==> src/design/wnm_pkg.sv <==
// Package for the wildcard name matcher: field widths, pattern codes,
// register indexes, the configuration view struct and the case-fold helper.
// No dependencies.
package wnm_pkg;

	localparam int MAX_PATTERN_DEF = 32;
	localparam int LEN_W           = 6;
	localparam int CHAR_W          = 8;
	localparam int CFG_DATA_W      = 64;
	localparam int CFG_IDX_W       = 3;
	localparam int CHARS_PER_WORD  = CFG_DATA_W / CHAR_W;

	localparam logic [CHAR_W-1:0] CH_ANY  = 8'h3F;
	localparam logic [CHAR_W-1:0] CH_STAR = 8'h2A;

	typedef enum logic [CFG_IDX_W-1:0] {
		REG_MATCH_ENABLE = 3'd0,
		REG_PATTERN_LEN  = 3'd1,
		REG_CHARS_0_7    = 3'd2,
		REG_CHARS_8_15   = 3'd3,
		REG_CHARS_16_23  = 3'd4,
		REG_CHARS_24_31  = 3'd5
	} cfg_reg_t;

	typedef struct packed {
		logic             enable;
		logic [LEN_W-1:0] eff_len;
	} cfg_view_t;

	function automatic logic [CHAR_W-1:0] fold_case(input logic [CHAR_W-1:0] c);
		logic [CHAR_W-1:0] r;
		r = c;
		if (c >= 8'h41 && c <= 8'h5A) begin
			r = c + 8'h20;
		end
		return r;
	endfunction

endpackage

==> src/design/wnm_cfg_regs.sv <==
// Configuration registers of the wildcard name matcher: enable, length
// (clamped to MAX_PATTERN) and pattern bytes, with a byte read port.
// Depends on wnm_pkg.
module wnm_cfg_regs import wnm_pkg::*; #(
	parameter int MAX_PATTERN = MAX_PATTERN_DEF
) (
	input  logic                  clk,
	input  logic                  arst_n,
	input  logic                  cfg_we,
	input  logic [CFG_IDX_W-1:0]  cfg_index,
	input  logic [CFG_DATA_W-1:0] cfg_wdata,
	input  logic [LEN_W-1:0]      rd_pos,
	output logic [CHAR_W-1:0]     rd_char,
	output cfg_view_t             view
);

	localparam int PIDX_W = (MAX_PATTERN > 1) ? $clog2(MAX_PATTERN) : 1;
	localparam int DEPTH  = 1 << PIDX_W;
	localparam logic [LEN_W-1:0] MAX_LEN = LEN_W'(MAX_PATTERN);

	logic                 enable_q;
	logic [LEN_W-1:0]     len_q;
	logic [CHAR_W-1:0]    pattern_q [DEPTH];

	always_ff @(posedge clk or negedge arst_n) begin
		if (!arst_n) begin
			enable_q <= 1'b0;
			len_q    <= '0;
		end else if (cfg_we) begin
			if (cfg_index == REG_MATCH_ENABLE) begin
				enable_q <= cfg_wdata[0];
			end
			if (cfg_index == REG_PATTERN_LEN) begin
				len_q <= cfg_wdata[LEN_W-1:0];
			end
		end
	end

	for (genvar g = 0; g < DEPTH; g++) begin : g_byte
		localparam logic [CFG_IDX_W-1:0] WORD_IDX =
			CFG_IDX_W'(int'(REG_CHARS_0_7) + g / CHARS_PER_WORD);
		localparam int LANE = (g % CHARS_PER_WORD) * CHAR_W;
		localparam bit IN_USE = (g < MAX_PATTERN);

		always_ff @(posedge clk or negedge arst_n) begin
			if (!arst_n) begin
				pattern_q[g] <= '0;
			end else if (IN_USE && cfg_we && cfg_index == WORD_IDX) begin
				pattern_q[g] <= cfg_wdata[LANE +: CHAR_W];
			end
		end
	end

	assign rd_char      = pattern_q[rd_pos[PIDX_W-1:0]];
	assign view.enable  = enable_q;
	assign view.eff_len = (len_q > MAX_LEN) ? MAX_LEN : len_q;

endmodule

==> src/design/wildcard_name_matcher.sv <==
// Wildcard name matcher: streams file-name characters against a glob-like
// pattern, one pattern step per cycle unless a held result stalls the end
// step. Depends on wnm_pkg, wnm_cfg_regs.
// Usage:
//   Input channel (in_valid/in_ready) carries one request per name character:
//   name_char, char_present and name_end. A request with name_end closes the
//   name and produces one is_match result on out_valid/out_ready; other
//   requests produce none. Requests with neither flag are absorbed at once.
//   A request is accepted in IDLE; a character then steps past each '*' at
//   the current pattern position before its compare step, and an end marker
//   steps past each trailing '*' before its final step. in_ready stays low
//   while the single compare/advance step works through the pattern, so a
//   new request is taken only once the last one is done.
//   The result sits in an output register; the next name can start while it
//   waits. If the receiver stalls with a result still held, the following
//   end marker waits in its final step until the register frees up.
//   Configuration (cfg_we/cfg_index/cfg_wdata) is to be written by the user
//   while idle; the block does not enforce this. Writes to indexes past the
//   last register are ignored. Reset clears the pattern, length, enable and
//   all matching state; the block is ready as soon as reset is released.
module wildcard_name_matcher import wnm_pkg::*; #(
	parameter int MAX_PATTERN = MAX_PATTERN_DEF
) (
	input  logic                  clk,
	input  logic                  arst_n,
	input  logic                  cfg_we,
	input  logic [CFG_IDX_W-1:0]  cfg_index,
	input  logic [CFG_DATA_W-1:0] cfg_wdata,
	input  logic                  in_valid,
	output logic                  in_ready,
	input  logic [CHAR_W-1:0]     name_char,
	input  logic                  char_present,
	input  logic                  name_end,
	output logic                  out_valid,
	input  logic                  out_ready,
	output logic                  is_match
);

	typedef enum logic [1:0] {
		S_IDLE,
		S_CHAR,
		S_END
	} state_t;

	state_t            state_q;
	logic [CHAR_W-1:0] char_q;
	logic              end_q;
	logic [LEN_W-1:0]  pos_q;
	logic [LEN_W-1:0]  resume_q;
	logic              resume_valid_q;
	logic              failed_q;
	logic              out_valid_q;
	logic              is_match_q;

	cfg_view_t         cfg;
	logic [CHAR_W-1:0] pat_char;
	logic              in_range;
	logic              is_star;
	logic              char_hit;
	logic              out_free;
	logic              out_load;
	logic              ok;

	wnm_cfg_regs #(
		.MAX_PATTERN (MAX_PATTERN)
	) u_cfg (
		.clk       (clk),
		.arst_n    (arst_n),
		.cfg_we    (cfg_we),
		.cfg_index (cfg_index),
		.cfg_wdata (cfg_wdata),
		.rd_pos    (pos_q),
		.rd_char   (pat_char),
		.view      (cfg)
	);

	assign in_range = pos_q < cfg.eff_len;
	assign is_star  = in_range && (pat_char == CH_STAR);
	assign char_hit = (pat_char == CH_ANY) || (fold_case(pat_char) == fold_case(char_q));
	assign out_free = !out_valid_q || out_ready;
	assign out_load = (state_q == S_END) && !(!failed_q && is_star) && out_free;
	assign ok       = (!failed_q && !in_range) || !cfg.enable;

	assign in_ready  = (state_q == S_IDLE);
	assign out_valid = out_valid_q;
	assign is_match  = is_match_q;

	always_ff @(posedge clk or negedge arst_n) begin
		if (!arst_n) begin
			state_q        <= S_IDLE;
			char_q         <= '0;
			end_q          <= 1'b0;
			pos_q          <= '0;
			resume_q       <= '0;
			resume_valid_q <= 1'b0;
			failed_q       <= 1'b0;
			out_valid_q    <= 1'b0;
			is_match_q     <= 1'b0;
		end else begin
			if (out_load) begin
				out_valid_q <= 1'b1;
			end else if (out_valid_q && out_ready) begin
				out_valid_q <= 1'b0;
			end
			case (state_q)
				S_IDLE: begin
					if (in_valid) begin
						char_q <= name_char;
						end_q  <= name_end;
						if (char_present) begin
							state_q <= S_CHAR;
						end else if (name_end) begin
							state_q <= S_END;
						end
					end
				end
				S_CHAR: begin
					if (!failed_q && is_star) begin
						pos_q          <= pos_q + 1'b1;
						resume_q       <= pos_q + 1'b1;
						resume_valid_q <= 1'b1;
					end else begin
						if (!failed_q) begin
							if (in_range && char_hit) begin
								pos_q <= pos_q + 1'b1;
							end else if (resume_valid_q) begin
								pos_q <= resume_q;
							end else begin
								failed_q <= 1'b1;
							end
						end
						state_q <= end_q ? S_END : S_IDLE;
					end
				end
				S_END: begin
					if (!failed_q && is_star) begin
						pos_q          <= pos_q + 1'b1;
						resume_q       <= pos_q + 1'b1;
						resume_valid_q <= 1'b1;
					end else if (out_free) begin
						is_match_q     <= ok;
						pos_q          <= '0;
						resume_q       <= '0;
						resume_valid_q <= 1'b0;
						failed_q       <= 1'b0;
						state_q        <= S_IDLE;
					end
				end
				default: begin
					state_q <= S_IDLE;
				end
			endcase
		end
	end

endmodule

==> config.mk <==
export PLATFORM = sky130hd
export DESIGN_NAME = wildcard_name_matcher
export DESIGN_NICKNAME = d
export VERILOG_FILES = /design/src/design/wnm_pkg.sv /design/src/design/wnm_cfg_regs.sv /design/src/design/wildcard_name_matcher.sv
export SDC_FILE = /design/constraint.sdc
export NUM_CORES = 1
export LEC_CHECK = 0
export BUFFER_PORTS_ARGS = -buffer_cell sky130_fd_sc_hd__buf_2
export CORE_MARGIN = 4
export CORE_UTILIZATION = 40
export DETAILED_ROUTE_END_ITERATION = 10
export PLACE_DENSITY = 0.61
export RECOVER_POWER = 100
export SLEW_MARGIN = 20
export SYNTH_ARGS = -nofsm -noshare
export SYNTH_HDL_FRONTEND = slang
export SYNTH_SLANG_ARGS = --single-unit
==> constraint.sdc <==
create_clock -name clk -period 3.9 [get_ports clk]
set_input_delay 0.585 -clock clk [delete_from_list [all_inputs] [get_ports clk]]
set_output_delay 0.585 -clock clk [all_outputs]
set_load 0.05 [all_outputs]
==> summary.md, run 1 <==
| Metric | Value |
|---|---|
| Status | `complete, but fails checks` |
| Failing checks | `capacitance limit, slew limit` |
| CTS Buffer Depth | `3` |
| Post-synthesis cell count | `920` |
| Placed Instances | `1430` |
| Clock tree root driver cell | `clkbuf_16` |
| Critical-path maximum fanout | `8` |
| CP endpoint kind | `register` |
| Max VDD drop | `0.000254 V` |
| Area grow syn2layout | `16.8%` |
| Critical Path Max Stage Delay | `0.54 ns` |
| WL final | `31200 um` |
| Sequential cell area fraction in the yosys report | `52.9%` |
| Final setup margin | `0.147 ns` |
| Final Cycle Share | `96.2%` |
| Fin nets | `1114` |
| CP delay by family, top | `multiplexers` |
| H-tree levels | `2` |
| GPL Wtd Cong | `0.839` |
| Crit path time final | `3.75 ns` |
| Hold Crit Class | `primary input to register` |
| Hold path depth | `2` |
| Synthesized flop and latch total | `290` |
| EDFF count, synth | `0` |
| I/O pins | `85` |
| Clock Sinks | `290` |
| Die width | `193 um` |
| Starting density of the core | `40.7%` |
| Commonest cells post-synth | `290 x dfrtp_1, 280 x mux2_2, 69 x mux4_2` |
| CTS tree | `done` |
| CP max-delay cell | `mux4_2` |
| Die Area | `37400 um^2` |
| Count leader, synth | `dfrtp_1` |
| Reg2reg path depth | `11` |
| CP dominant cell by count | `mux4_2` |
| Critical path depth in cells | `11` |
| Final antenna-violating net count | `0` |
| Remaining global-route overflow | `0` |
| Core footprint | `33700 um^2` |
| Required time worst endpoint | `4.28 ns` |
| Yosys top cell by area | `dfrtp_1` |
| Initial DRT Pass Iterations | `4` |
| Top_reg_cell synth | `dfrtp_1` |
| Clock buffer count from CTS | `35` |
| First-pass GRT wire length | `50800 um` |
| Post-DP HPWL | `21000 um` |
| # setup viols final | `0` |
| Post-synthesis area per instance | `14.9 um^2` |
| Slew Viols, Final | `308` |
| Skew-Pair Late Insertion Delay | `0.52 ns` |
| RSZ-0062 raised after global routing | `true` |
| WL/cell | `20.8 um` |
| Final Core Density | `47.6%` |
| Placement Setup Slack | `-0.0504 ns` |
| WS Path Type | `register to register` |
| PortBufs | `84` |
| Pwr dens | `631 nW/um^2` |
| Async SR Flop Fraction | `100%` |
| Detailed-route via count | `8152` |
| Cell Area, Synth | `13700 um^2` |
| Vias in the first global route | `8780` |
| # rows | `67` |
| Overall routing resource usage | `16.7%` |
| Iteration-0 DRC Markers | `411` |
| Static Leak | `6.71 nW` |
| WP data arrival | `4.14 ns` |
| Ratio of cells with drive above 1 in the final layout | `51.3%` |
| Max Clk Rate | `0.266 GHz` |
| Synth top area cells | `dfrtp_1 53%, mux2_2 23%, mux4_2 11%` |
| Die Y | `193 um` |
| Yosys warning count | `0` |
| DRC | `0` |
| Worst-path cell chain | `buf_12 > mux4_2 > mux2_2 > mux4_2 > or3_1 > a211oi_2 > nand4_1 > a31o_2 > o211ai_2 > o21a_2 > mux2_4` |
| Largest net degree at the start of global routing | `104` |
| CP Buf/Inv Count | `1` |
| Synth Net Count | `1013` |
| Total of max-cap violations | `5` |
| Final Power | `10.1 mW` |
| Fin. Hold Viols | `0` |
| Worst slew pin tran | `2.71 ns` |
| Clock Skews | `0.0194 ns` |
| Final Non-Filler Cells | `1497` |
| Startpoint types | `register` |
| Clock slew at reported path FFs | `0.06 ns` |
| Synth top area share | `52.9%` |
| Distinct cells, synth | `60` |
| Vias/cell | `5.45` |
| Initial antenna violation count | `1` |
| Slew HR | `-80.3%` |
-- timing repair --
action,4_1_cts,5_1_grt
pin swaps,0,3
setup buffers,0,2
hold buffers,0,0
resized for setup,1,20
setup endpoints to repair,4,15
-- cells by family after synthesis --
| group | Yosys count | synth area share [%] |
|---|---|---|
| buffers and inverters | 69 | 2.39 |
| AOI/OAI and AO/OA | 77 | 4.10 |
| and+or+nand+nor | 98 | 3.52 |
| muxes | 367 | 35.6 |
| adders and majority gates | 11 | 1.00 |
| DFF | 290 | 52.9 |
| xor gates and xnor gates | 8 | 0.510 |
-- per-layer routing --
layer / part of all wire, % / track usage, % / up-vias / wire length [um]
met4: 1.2 / 3.28 / 0 / 387
met2: 47 / 26.3 / 136 / 14600
met1: 48 / 24.5 / 4290 / 15000
met5: 0 / 0 / - / 0
li1: - / - / 3697 / -
met3: 4.1 / 3.15 / 29 / 1280
-- registers in the layout, summed over array words and instances, names as in the netlist, 2 cells and up --
signal,cells
state_q,2
pos_q,6
u_cfg.pattern_q,256
char_q,8
u_cfg.len_q,6
resume_q,6
-- layout make-up --
cell class / count / area (um^2)
antenna: 1 / 2.50
multi-input combinational: 561 / 6250
fill: 3008 / 17700
timing repair buffer: 115 / 707
tap: 448 / 561
inverter: 18 / 67.6
clock inverter: 14 / 160
clock buffer: 50 / 1020
sequential: 290 / 7260
-- cells in the final DEF, fill, tap and decap left out, types with 9 or more instances in the layout --
cell type | synthesis | final
clkbuf_16 | 0 | 35
buf_4 | 5 | 15
clkbuf_1 | 32 | 12
nand2_1 | 39 | 38
mux2_2 | 280 | 277
nor2_1 | 14 | 14
mux2i_1 | 16 | 13
ha_1 | 11 | 10
clkbuf_8 | 0 | 9
mux4_2 | 69 | 69
dfrtp_1 | 290 | 288
inv_1 | 17 | 17
buf_2 | 4 | 78
o21ai_0 | 14 | 14
-- report_power, final --
group	internal, mW	switching (mW)
logic	1.42	1.28
clock network	2.03	1.26
registers	3.70	0.437
-- worst paths after layout --
path                                             end  slack, ns    startpoint
worst max-delay path                        pos_q[1]       0.15      pos_q[2]
worst min-delay path                       char_q[4]       0.31  name_char[4]
worst max register to register              pos_q[1]       0.15      pos_q[2]
worst min register to register           resume_q[5]       0.49   resume_q[5]
max in group asynchronous       u_cfg.pattern_q[132]       0.95        arst_n
min in group asynchronous       u_cfg.pattern_q[143]       0.92        arst_n
-- metrics by stage --
| step | area (um^2) | hold WS (ns) | TNS [ns] |
|---|---|---|---|
| 6_report | 16000 | 0.308 | 0 |
| 3_5_place_dp | 14800 | 0.478 | -0.113 |
| 2_1_floorplan | 13800 | 0.289 | -0.204 |
| 3_3_place_gp | 14800 | 0.462 | 0 |
| 5_1_grt | 16000 | 0.301 | -0.00431 |
| 4_1_cts | 16000 | 0.172 | 0 |
(Power assumes the default switching activity.)
==> run 2, diff against run 1 <==
--- a/config.mk
+++ b/config.mk
@@ -7,9 +7,9 @@
 export LEC_CHECK = 0
 export BUFFER_PORTS_ARGS = -buffer_cell sky130_fd_sc_hd__buf_2
 export CORE_MARGIN = 4
-export CORE_UTILIZATION = 40
+export CORE_UTILIZATION = 42
 export DETAILED_ROUTE_END_ITERATION = 10
-export PLACE_DENSITY = 0.61
+export PLACE_DENSITY = 0.63
 export RECOVER_POWER = 100
 export SLEW_MARGIN = 20
 export SYNTH_ARGS = -nofsm -noshare
==> summary.md, run 2 (synthesis results as in run 1) <==
| Metric | Value |
|---|---|
| CTS Buffer Depth | `3 (unchanged)` |
| CP delay by family, top | `multiplexers (unchanged)` |
| Cell-internal power | `7.04 mW (was 7.14 mW)` |
| Clock Skews | `0.0124 ns (was 0.0194 ns)` |
| Remaining global-route overflow | `0 (unchanged)` |
| H-tree levels | `2 (unchanged)` |
| Required time worst endpoint | `4.28 ns (about the same)` |
| Regs by FF count | `u_cfg.pattern_q: 256 flops, char_q: 8 flops (unchanged)` |
| Placement Setup Slack | `0.00171 ns (was -0.0504 ns)` |
| Slew HR | `-92.1% (was -80.3%)` |
| Ratio of cells with drive above 1 in the final layout | `51.2% (was 51.3%)` |
| I/O pins | `85 (unchanged)` |
| Vias/cell | `5.54 (was 5.45)` |
| Area after DPL | `14800 um^2 (about the same)` |
| CTS tree | `done (unchanged)` |
| Final instance area | `16000 um^2 (about the same)` |
| Final Non-Filler Cells | `1482 (was 1497)` |
| Largest net degree at the start of global routing | `116 (was 104)` |
| Clock slew at reported path FFs | `0.06 ns (about the same)` |
| WL/cell | `20.9 um (was 20.8 um)` |
| Clock tree root driver cell | `clkbuf_16 (unchanged)` |
| Max FFs per register | `256 (unchanged)` |
| Most flops, register | `u_cfg.pattern_q (unchanged)` |
| Crit path time final | `3.83 ns (was 3.75 ns)` |
| PortBufs | `84 (unchanged)` |
| Detailed-route via count | `8211 (was 8152)` |
| GPL Wtd Cong | `0.831 (was 0.839)` |
| Most frequent cells in the layout | `288 x dfrtp_1, 277 x mux2_2, 79 x buf_2 (was 288 x dfrtp_1, 277 x mux2_2, 78 x buf_2)` |
| Skew-Pair Late Insertion Delay | `0.50 ns (was 0.52 ns)` |
| Die Y | `189 um (was 193 um)` |
| Area grow syn2layout | `16.7% (was 16.8%)` |
| WP data arrival | `4.21 ns (was 4.14 ns)` |
| # rows | `65 (was 67)` |
| Sw Ratio | `29.4% (about the same)` |
| Diode count | `0 (was 1)` |
| Placed Instances | `1417 (was 1430)` |
| Core footprint | `31900 um^2 (was 33700 um^2)` |
| Worst slew pin tran | `2.88 ns (was 2.71 ns)` |
| Seq pwr share | `41.5% (was 40.8%)` |
| Failing checks | `capacitance limit, slew limit (unchanged)` |
| Pwr dens | `622 nW/um^2 (was 631 nW/um^2)` |
| Clock Sinks | `290 (unchanged)` |
| Clock buffer count from CTS | `34 (was 35)` |
| Commonest non-fill, non-tap cell in the layout | `dfrtp_1 (unchanged)` |
| WL final | `30900 um (was 31200 um)` |
| CP max-delay cell | `dfrtp_4 (was mux4_2)` |
| NetSw | `2.93 mW (was 2.98 mW)` |
| Status | `complete, but fails checks (unchanged)` |
| Hold Crit Class | `primary input to register (unchanged)` |
| Final setup margin | `0.0675 ns (was 0.147 ns)` |
| Max Clk Rate | `0.261 GHz (was 0.266 GHz)` |
| Slew Viols, Final | `341 (was 308)` |
| Iteration-0 DRC Markers | `338 (was 411)` |
| Initial antenna violation count | `0 (was 1)` |
| CP Buf/Inv Count | `1 (unchanged)` |
| Critical-path maximum fanout | `12 (was 8)` |
| Die width | `189 um (was 193 um)` |
| # setup viols final | `0 (unchanged)` |
| Fin. Hold Viols | `0 (unchanged)` |
| Static Leak | `6.72 nW (was 6.71 nW)` |
| CP endpoint kind | `register (unchanged)` |
| Total of max-cap violations | `5 (unchanged)` |
| Starting density of the core | `43.1% (was 40.7%)` |
| Combinational power share | `27.4% (was 26.6%)` |
| Storage cell area | `7260 um^2 (unchanged)` |
| Overall routing resource usage | `17.4% (was 16.7%)` |
| Die Area | `35600 um^2 (was 37400 um^2)` |
| Clock share of power | `31.1% (was 32.5%)` |
| Area of the multi-input gates | `6240 um^2 (was 6250 um^2)` |
| Fillers | `2768 (was 3008)` |
| Initial DRT Pass Iterations | `4 (unchanged)` |
| DRC | `0 (unchanged)` |
| Vias in the first global route | `8660 (was 8780)` |
| Startpoint types | `register (unchanged)` |
| WS Path Type | `register to register (unchanged)` |
| Max VDD drop | `0.000324 V (was 0.000254 V)` |
| Worst-path cell chain | `buf_12 > mux4_2 > mux2i_1 > mux2i_1 > mux2_4 > ha_4 > or3_1 > a211oi_2 > nand4_1 > a31o_1 > o211ai_2 > o21a_2 > mux2_4 (was buf_12 > mux4_2 > mux2_2 > mux4_2 > or3_1 > a211oi_2 > nand4_1 > a31o_2 > o211ai_2 > o21a_2 > mux2_4)` |
| Final antenna-violating net count | `0 (unchanged)` |
| First-pass GRT wire length | `49500 um (was 50800 um)` |
| Fin nets | `1119 (was 1114)` |
| RSZ-0062 raised after global routing | `true (unchanged)` |
| Final Power | `9.97 mW (was 10.1 mW)` |
| Post-DP HPWL | `20400 um (was 21000 um)` |
| Critical Path Max Stage Delay | `0.50 ns (was 0.54 ns)` |
| Final Cycle Share | `98.3% (was 96.2%)` |
| Setup TNS | `0 ns (unchanged)` |
[run 2: metrics by stage]
step | hold WS (ns) | util, %
3_5_place_dp | 0.466 | 46.5
6_report | 0.321 | 50.3
5_1_grt | 0.306 | 50.3
3_3_place_gp | 0.463 | 46.5
2_1_floorplan | 0.289 | -
4_1_cts | 0.193 | 50.0
[run 2: area by class of cell]
| cell class | instances | share of cell area [%] |
|---|---|---|
| clock buffers | 55 | 6.82 |
| clock inverters | 2 | 0.0781 |
| inverters | 18 | 0.421 |
| multi-input cells | 561 | 38.9 |
| flip-flops and latches | 290 | 45.3 |
| well taps | 435 | 3.40 |
| repair buffers | 121 | 5.04 |
[run 2: path summary, 6_finish.rpt]
path / from / to / slack [ns] / depth (start not counted)
worst max-delay path: pos_q[1] / pos_q[5] / 0.07 / 13
worst min-delay path: name_char[5] / char_q[5] / 0.32 / 2
worst max register to register: pos_q[1] / pos_q[5] / 0.07 / 13
worst min register to register: resume_q[2] / resume_q[2] / 0.48 / 2
max in group asynchronous: arst_n / u_cfg.pattern_q[117] / 0.80 / 2
min in group asynchronous: arst_n / u_cfg.pattern_q[239] / 0.99 / 1
[run 2: repair_timing]
action	in CTS	in global routing
hold buffers	0	0
gates resized for setup	1	12
endpoints found under the setup margin	1	7
gates cloned	0	1
pin swaps	0	1
setup buffers	0	7
[run 2: power by group through the flow]
| stage | Clock [mW] | Combinational [mW] | Sequential, mW |
|---|---|---|---|
| 2_1_floorplan | 0 | 1.95 | 4.01 |
| 3_3_place_gp | 0 | 2.57 | 4.17 |
| 3_5_place_dp | 0 | 2.64 | 4.18 |
| 4_1_cts | 3.20 | 2.67 | 4.13 |
| 5_1_grt | 3.31 | 2.97 | 4.22 |
| 6_report | 3.10 | 2.73 | 4.14 |
[run 2: metal layers]
metal / global-route usage, % / share of wire, % / up-vias
met2: 28.7 / 49 / 150
met5: 0 / 0 / -
met3: 2.83 / 3.9 / 41
li1: - / - / 3687
met4: 4.09 / 1.6 / 0
met1: 24.4 / 46 / 4333
